--- config.mk ---
export PLATFORM = sky130hd
export DESIGN_NAME = bblc_ctrl
export DESIGN_NICKNAME = d
export VERILOG_FILES = /design/src/sv/bblc_pkg.sv /design/src/sv/bblc_ctrl.sv
export SDC_FILE = /design/constraint.sdc
export NUM_CORES = 1
export LEC_CHECK = 0
export BUFFER_PORTS_ARGS = -buffer_cell sky130_fd_sc_hd__buf_2
export CAP_MARGIN = 20
export CORE_AREA = 5 5 42 44
export DETAILED_ROUTE_END_ITERATION = 10
export DIE_AREA = 0 0 47 49
export SLEW_MARGIN = 15
export SYNTH_ARGS = -nofsm -noshare
export SYNTH_HDL_FRONTEND = slang
export SYNTH_SLANG_ARGS = --single-unit
--- constraint.sdc ---
create_clock -name clk -period 1.6 [get_ports clk]
set_clock_uncertainty 0.1 [all_clocks]
set_input_delay 0.16 -clock clk [delete_from_list [all_inputs] [get_ports clk]]
set_output_delay 0.16 -clock clk [all_outputs]
set_load 0.01 [all_outputs]
--- src/sv/bblc_pkg.sv ---
package bblc_pkg;

	// Request codes carried in the input item.
	typedef enum logic [1:0] {
		REQ_LOOKUP = 2'd0,
		REQ_INSERT = 2'd1,
		REQ_TRIM   = 2'd2,
		REQ_CLEAR  = 2'd3
	} req_t;

	// Configuration register indexes.
	localparam logic [0:0] REG_ENABLE = 1'b0;
	localparam logic [0:0] REG_BUDGET = 1'b1;

	localparam logic [47:0] MAX48 = 48'hFFFF_FFFF_FFFF;
	localparam logic [31:0] MAX32 = 32'hFFFF_FFFF;

	typedef struct packed {
		req_t        req_type;
		logic [63:0] id_high;
		logic [63:0] id_low;
		logic [1:0]  detail_level;
		logic [47:0] entry_size;
	} in_item_t;

	typedef struct packed {
		logic        hit;
		logic [47:0] hit_size;
		logic        accepted;
		logic [6:0]  evicted_now;
		logic [6:0]  entry_count;
		logic [47:0] bytes_held;
		logic [31:0] hit_total;
		logic [31:0] miss_total;
		logic [31:0] insert_total;
		logic [31:0] eviction_total;
		logic [47:0] served_bytes_total;
	} out_item_t;

	typedef enum logic [3:0] {
		ST_IDLE,
		ST_DECODE,
		ST_SCAN,
		ST_APPLY,
		ST_EVRD,
		ST_EVICT,
		ST_PLACE,
		ST_TRIM,
		ST_OUT
	} state_t;

	// Commands from the controller to the datapath.
	typedef struct packed {
		logic load;
		logic clear;
		logic scan;
		logic apply;
		logic evict_rd;
		logic evict;
		logic place;
	} cmd_t;

	// Status from the datapath to the controller.
	typedef struct packed {
		req_t req;
		logic enable;
		logic admit;
		logic scan_done;
		logic found;
		logic full;
		logic over;
	} status_t;

endpackage

--- src/sv/bblc_ctrl.sv ---
module bblc_ctrl import bblc_pkg::*; (
	input  logic    clk,
	input  logic    arst_n,
	input  logic    in_valid,
	output logic    in_stall,
	output logic    out_valid,
	input  logic    out_stall,
	input  status_t status,
	output cmd_t    cmd
);

	state_t state_q, state_d;
	logic   place_pend_q, place_pend_d;

	// State register.
	always_ff @(posedge clk or negedge arst_n) begin
		if (!arst_n) begin
			state_q      <= ST_IDLE;
			place_pend_q <= 1'b0;
		end else begin
			state_q      <= state_d;
			place_pend_q <= place_pend_d;
		end
	end

	// Next state and commands.
	always_comb begin
		state_d      = state_q;
		place_pend_d = place_pend_q;
		cmd          = '0;
		in_stall     = 1'b1;
		out_valid    = 1'b0;
		unique case (state_q)
			ST_IDLE: begin
				in_stall = 1'b0;
				if (in_valid) begin
					cmd.load = 1'b1;
					state_d  = ST_DECODE;
				end
			end
			ST_DECODE: begin
				unique case (status.req)
					REQ_LOOKUP: state_d = status.enable ? ST_SCAN : ST_OUT;
					REQ_INSERT: state_d = status.admit ? ST_SCAN : ST_OUT;
					REQ_TRIM:   state_d = ST_TRIM;
					REQ_CLEAR: begin
						cmd.clear = 1'b1;
						state_d   = ST_OUT;
					end
					default:    state_d = ST_OUT;
				endcase
			end
			ST_SCAN: begin
				cmd.scan = 1'b1;
				if (status.scan_done) begin
					state_d = ST_APPLY;
				end
			end
			ST_APPLY: begin
				cmd.apply = 1'b1;
				if (status.req != REQ_INSERT) begin
					state_d = ST_OUT;
				end else if (status.found) begin
					state_d = ST_TRIM;
				end else if (status.full) begin
					place_pend_d = 1'b1;
					state_d      = ST_EVRD;
				end else begin
					state_d = ST_PLACE;
				end
			end
			ST_EVRD: begin
				cmd.evict_rd = 1'b1;
				state_d      = ST_EVICT;
			end
			ST_EVICT: begin
				cmd.evict    = 1'b1;
				place_pend_d = 1'b0;
				state_d      = place_pend_q ? ST_PLACE : ST_TRIM;
			end
			ST_PLACE: begin
				cmd.place = 1'b1;
				state_d   = ST_TRIM;
			end
			ST_TRIM: begin
				state_d = status.over ? ST_EVRD : ST_OUT;
			end
			ST_OUT: begin
				out_valid = 1'b1;
				if (!out_stall) begin
					state_d = ST_IDLE;
				end
			end
			default: state_d = ST_IDLE;
		endcase
	end

endmodule

==> flow_metrics.py, run 1 <==
metrics = {
    "outcome": {
        "status": "complete, no violations",
    },
    "synthesis": {
        "syn_avg_cell_area_um2": 8.66,
        "synthArstFlopShare_pct": 100,
        "ys_types": 30,
        "synth_seq_cells": 5,
        "synth_area_um2": 442,
        "ys_seq_area_share_pct": 28.3,
        "synth_top_area_share_pct": 28.3,
        "synth_common_cells": "5 x dfrtp_1, 4 x nand2_1, 4 x nor2_1",
        "synth_most_common_cell": "dfrtp_1",
        "synthCells": 51,
        "yosysTopAreaCell": "dfrtp_1",
        "synth-edff-count": 0,
        "synthTopCellsByArea": "dfrtp_1 28%, nor4b_4 5.4%, nand3b_1 5.1%",
        "syn_nets": 63,
        "yosysWarnings": 0,
        "ys.flop_type": "dfrtp_1",
    },
    "place": {
        "dp_cells": 87,
        "gp_congestion": 0.766,
        "place_ws_ns": 0.0433,
        "place_area_um2": 563,
        "port_buffers": 20,
        "place_hpwl_um": 939,
    },
    "power": {
        "cellPowerDensity_nw_per_um2": 1620,
        "sequentialPowerShare_pct": 24.7,
        "power.total_mw": 1.16,
        "ir_drop_mv": 0.573,
        "cell_internal_pwr_mw": 0.688,
        "p_clk_share_pct": 12.9,
        "p_sw_share_pct": 40.8,
        "switchingPower_mw": 0.473,
        "power.leakage_nw": 0.363,
        "power_frac_comb_pct": 62.4,
    },
    "sta": {
        "hold_violations": 0,
        "final.setup.tns_ns": 0,
        "rsz0062_at_grt": "yes",
        "fin_crit_ns": 1.58,
        "relSlewSlack_pct": 66.7,
        "whs_ns": 0.117,
        "setup_viol": 0,
        "slew_violations": 0,
        "tightest_slew_ns": 0.487,
        "max_freq_mhz": 631,
        "finalCritPeriodShare_pct": 99.0,
        "final.setup.worst_slack_ns": 0.0160,
    },
    "job": {
        "maxCapViolCount": 0,
    },
    "grt": {
        "grt_max_degree": 13,
        "grt_pass1_vias": 506,
        "use_met1_pct": 15.8,
        "use_met2_pct": 17.4,
        "track_usage_pct": 12.6,
        "grt_first_pass_wirelength_um": 2110,
        "antenna_found_initial": 0,
        "grt_util_met3_pct": 2.95,
        "grt.busiest_layer": "met2",
        "grt_overflow": 0,
    },
    "die": {
        "coreArea_um2": 1400,
        "start_util_pct": 31.5,
        "die_height_um": 49,
        "die_w_um": 47,
        "io_pins": 21,
        "die-area_um2": 2300,
        "fp-row-count": 14,
    },
    "route": {
        "drt_iter0_markers": 7,
        "viasPerCell": 5.07,
        "wl_um": 1320,
        "drc": 0,
        "ant_nets": 0,
        "wl_per_cell_um": 13.1,
        "vias": 512,
        "drt_first_pass_iters": 4,
    },
    "worst_setup_path": {
        "start_kind": "flip-flop",
        "cpPeakStageDelay_ns": 0.46,
        "worstSetupPathType": "flip-flop to output pin",
        "path_delay_family": "simple AND/OR/NAND/NOR gates",
        "crit_path_top_delay_cell": "dfrtp_2",
        "arrival_ns": 1.32,
        "crit_required_ns": 1.34,
        "path_cells": "nor4b_4 > and3_1 > buf_2",
        "crit_buf_inv": 1,
        "endpoint_kind": "output pin",
        "cp_max_fo": 7,
    },
    "cells_and_area": {
        "n_antenna_cell": 0,
        "postLayoutCellArea_um2": 718,
        "finalCoreUtilization_pct": 51.2,
        "synthToLayoutAreaGrowth_pct": 62.6,
        "layout-drive-gt1-share_pct": 55.3,
        "final_cells": 101,
        "nets": 98,
    },
    "cts": {
        "clk_pin_slew_ns": 0.05,
        "clock_latency_ns": 0.24,
        "cts_root_buf": "clkbuf_4",
        "cts_tree": "done",
        "htree_num_levels": 1,
        "cts_buffers": 3,
        "cts_sinks": 5,
        "cts_buffer_depth": 2,
    },
    "min_path": {
        "hold_path.class": "primary input to flip-flop",
    },
}
## sequential cells by signal, summed over array words and instances, names as in the netlist
name	count
state_q	4
place_pend_q	1
## routing by layer
layer,routed length [um],part of all wire [%]
met1,563,43
met2,654,50
met3,71,5.4
met4,31,2.3
met5,0,0
## cell type report
cell class                 instances  area [um^2]
multi-input combinational         39          322
sequential                         5          130
fill                             143          683
inverter                           3         11.3
timing repair buffer              34          209
tap                               16         20.0
clock buffer                       4         26.3
## worst register-to-register path, stage by stage, from the launching register on
cell and delay, ns:
dfrtp_2 0.45, clkbuf_2 0.16, and4bb_1 0.26, and3_1 0.16, a311o_1 0.27
## cell families (layout without fill, tap and decap cells)
group	after synthesis	count (layout)	synth area share [%]
buffers and inverters	7	41	9.07
and+or+nand+nor	29	29	43.1
AOI/OAI and AO/OA	10	10	19.5
DFF	5	5	28.3
## power by group through the flow
stage	sequential, mW	combinational, mW	clock, mW
2_1_floorplan	0.203	0.412	0
3_3_place_gp	0.292	0.473	0
3_5_place_dp	0.292	0.472	0
4_1_cts	0.297	0.495	0.155
5_1_grt	0.297	0.790	0.166
6_report	0.287	0.725	0.150
## cells in the final DEF, fill, tap and decap left out, drive strengths merged, types with 2 or more instances in the layout
cell type	netlist	routed
clkbuf	0	5
nand3b	3	3
dfrtp	5	5
inv	3	3
nor4b	2	2
nor2	4	4
nor3	3	3
buf	4	32
nand2b	3	3
nand2	4	4
and3	3	3
## final timing paths
check / startpoint / endpoint / slack (ns) / cells after the start
min in group asynchronous: arst_n / place_pend_q$_DFFE_PN0P_ / 0.16 / 2
max reg2reg: state_q[0]$_DFFE_PN0P_ / state_q[1]$_DFFE_PN0P_ / 0.07 / 4
min reg2reg: state_q[3]$_DFFE_PN0P_ / state_q[0]$_DFFE_PN0P_ / 0.43 / 1
max: state_q[2]$_DFFE_PN0P_ / cmd[5] / 0.02 / 3
max in group asynchronous: arst_n / state_q[1]$_DFFE_PN0P_ / 1.10 / 2
min: status[1] / place_pend_q$_DFFE_PN0P_ / 0.12 / 3
## what timing repair did
item	4_1_cts	5_1_grt
setup buffers	1	8
pin swaps	0	2
gates cloned	0	0
hold endpoints to repair	5	0
endpoints found under the setup margin	6	5
gates resized for setup	5	10
hold buffers	1	0
Power figures use the tool's default switching activity.
==> run 2, diff against run 1 <==
Clock period 1.6 ns to 1.41 ns, I/O delays scaled along.
==> run 2 against run 1 <==
The run now ends with negative setup slack left. Flip-flop and latch count is the same. Combinational power grew 29%. Count of clock-buffer cells in the layout unchanged. Non-clock buffer count rose by 4. Via count rose by 3.9%. Wire length decreased by 1.7%. Critical path type unchanged.
==> flow_metrics.py, run 2 (synthesized netlist as in run 1, its figures left out) <==
metrics = {
    "outcome": {
        "status": "complete, but fails checks",
        "violations": "negative setup slack",
    },
    "worst_setup_path": {
        "worstSetupPathType": "flip-flop to output pin",
        "r2r_setup_slack_ns": -0.01,
        "cp_max_fo": 6,
        "worstRegToRegCells": 3,
        "arrival_ns": 1.31,
        "start_kind": "flip-flop",
        "crit_required_ns": 1.17,
        "rr_startpoint": "state_q[1]$_DFFE_PN0P_",
        "r2r-end": "state_q[0]$_DFFE_PN0P_",
        "endpoint_kind": "output pin",
    },
    "die": {
        "io_pins": 21,
        "die_height_um": 49,
        "die-area_um2": 2300,
        "coreArea_um2": 1400,
        "start_util_pct": 31.5,
        "fp-row-count": 14,
        "die_w_um": 47,
    },
    "route": {
        "drt_iter0_markers": 10,
        "ant_nets": 0,
        "wl_um": 1300,
        "wl_per_cell_um": 12.4,
        "drt_first_pass_iters": 4,
        "vias": 532,
        "viasPerCell": 5.07,
        "drc": 0,
    },
    "place": {
        "place_ws_ns": -0.0524,
        "port_buffers": 20,
        "gp_congestion": 0.739,
        "place_hpwl_um": 1010,
        "dp_cells": 94,
    },
    "sta": {
        "relSlewSlack_pct": 69.3,
        "rsz0062_at_grt": "yes",
        "setup_viol": 10,
        "whs_ns": 0.0813,
        "fin_crit_ns": 1.56,
        "tightest_slew_ns": 0.448,
        "finalCritPeriodShare_pct": 110,
        "hold_violations": 0,
        "final.setup.tns_ns": -0.574,
        "max_freq_mhz": 643,
        "slew_violations": 0,
        "final.setup.worst_slack_ns": -0.145,
    },
    "min_path": {
        "hold_end": "state_q[0]$_DFFE_PN0P_",
        "hold_path.class": "primary input to flip-flop",
        "hp-start": "status[2]",
        "hold-path-cell-count": 3,
    },
    "cells_and_area": {
        "nets": 102,
        "n_antenna_cell": 0,
        "final_common_cell": "buf_2",
        "final_cells": 105,
        "top_regs": "state_q x4, place_pend_q x1",
        "synthToLayoutAreaGrowth_pct": 77.9,
        "fill_cells": 132,
        "largest_reg_flops": 4,
        "largest_register": "state_q",
        "final_cell_mix": "19 x buf_2, 13 x buf_4, 5 x buf_6",
        "layout-drive-gt1-share_pct": 61.8,
        "multi_input_comb_area_um2": 339,
        "finalCoreUtilization_pct": 56.1,
        "regArea_um2": 130,
    },
    "job": {
        "maxCapViolCount": 0,
    },
    "cts": {
        "clk_pin_slew_ns": 0.05,
        "clock_latency_ns": 0.24,
        "cts_root_buf": "clkbuf_4",
        "htree_num_levels": 1,
        "cts_buffer_depth": 2,
        "cts_buffers": 3,
        "cts_tree": "done",
        "cts_sinks": 5,
    },
    "power": {
        "ir_drop_mv": 0.716,
        "power.leakage_nw": 0.385,
        "cellPowerDensity_nw_per_um2": 1800,
    },
    "grt": {
        "grt_overflow": 0,
        "grt_first_pass_wirelength_um": 2060,
        "grt_pass1_vias": 508,
        "grt_max_degree": 8,
        "track_usage_pct": 11.9,
        "antenna_found_initial": 0,
    },
}
==> run 2: report_power, final <==
part / switching [mW] / leakage [nW] / internal, mW
clock: 0.0578 / 0.0150 / 0.107
combinational: 0.389 / 0.311 / 0.544
sequential: 0.105 / 0.0596 / 0.213
total: 0.552 / 0.385 / 0.864
==> run 2: repair_timing <==
item,4_1_cts,5_1_grt
setup buffers,4,2
hold buffers,1,0
pin swaps,4,3
gates resized for setup,12,9
setup endpoints to repair,11,12
endpoints found under the hold margin,5,0
==> run 2: metrics by stage <==
step / total power [mW] / instance area (um^2)
finish: 1.42 / 786
global route: 1.51 / 786
CTS: 1.30 / 727
detailed placement: 0.976 / 622
global placement: 0.966 / 622
floorplan: 0.707 / 448
==> run 2: how the worst max path moves through the flow <==
stage	start	endpoint	slack, ns	cells after the start
global placement	state_q[1]$_DFFE_PN0P_	state_q[0]$_DFFE_PN0P_	-0.005	3
CTS	state_q[2]$_DFFE_PN0P_	cmd[5]	-0.14	3
detailed placement	state_q[1]$_DFFE_PN0P_	state_q[0]$_DFFE_PN0P_	-0.05	3
floorplan	state_q[3]$_DFFE_PN0P_	place_pend_q$_DFFE_PN0P_	0.02	4
global route	state_q[2]$_DFFE_PN0P_	cmd[5]	-0.20	3
finish	state_q[2]$_DFFE_PN0P_	cmd[5]	-0.15	3
==> run 2: worst max-delay path, cell delays in order, from the launching register on <==
cell and delay (ns):
dfrtp_2 0.45, nor4b_4 0.31, and3_1 0.19, buf_2 0.13
==> run 2: layer usage <==
layer	vias to the layer above	wire (um)	share of wire, %	global-route usage (%)
met5	-	0	0	0
met4	0	12	0.92	5.53
met3	2	97	7.5	1.48
met2	21	638	49	18.6
met1	241	549	42	15.6
li1	268	-	-	-
==> run 2: final cells by class <==
class / instances / area share [%]
multi-input cells: 39 / 43.2
flip-flops and latches: 5 / 16.6
clock buffers: 4 / 3.34
well taps: 16 / 2.55
repair buffers: 38 / 33.0
inverters: 3 / 1.43
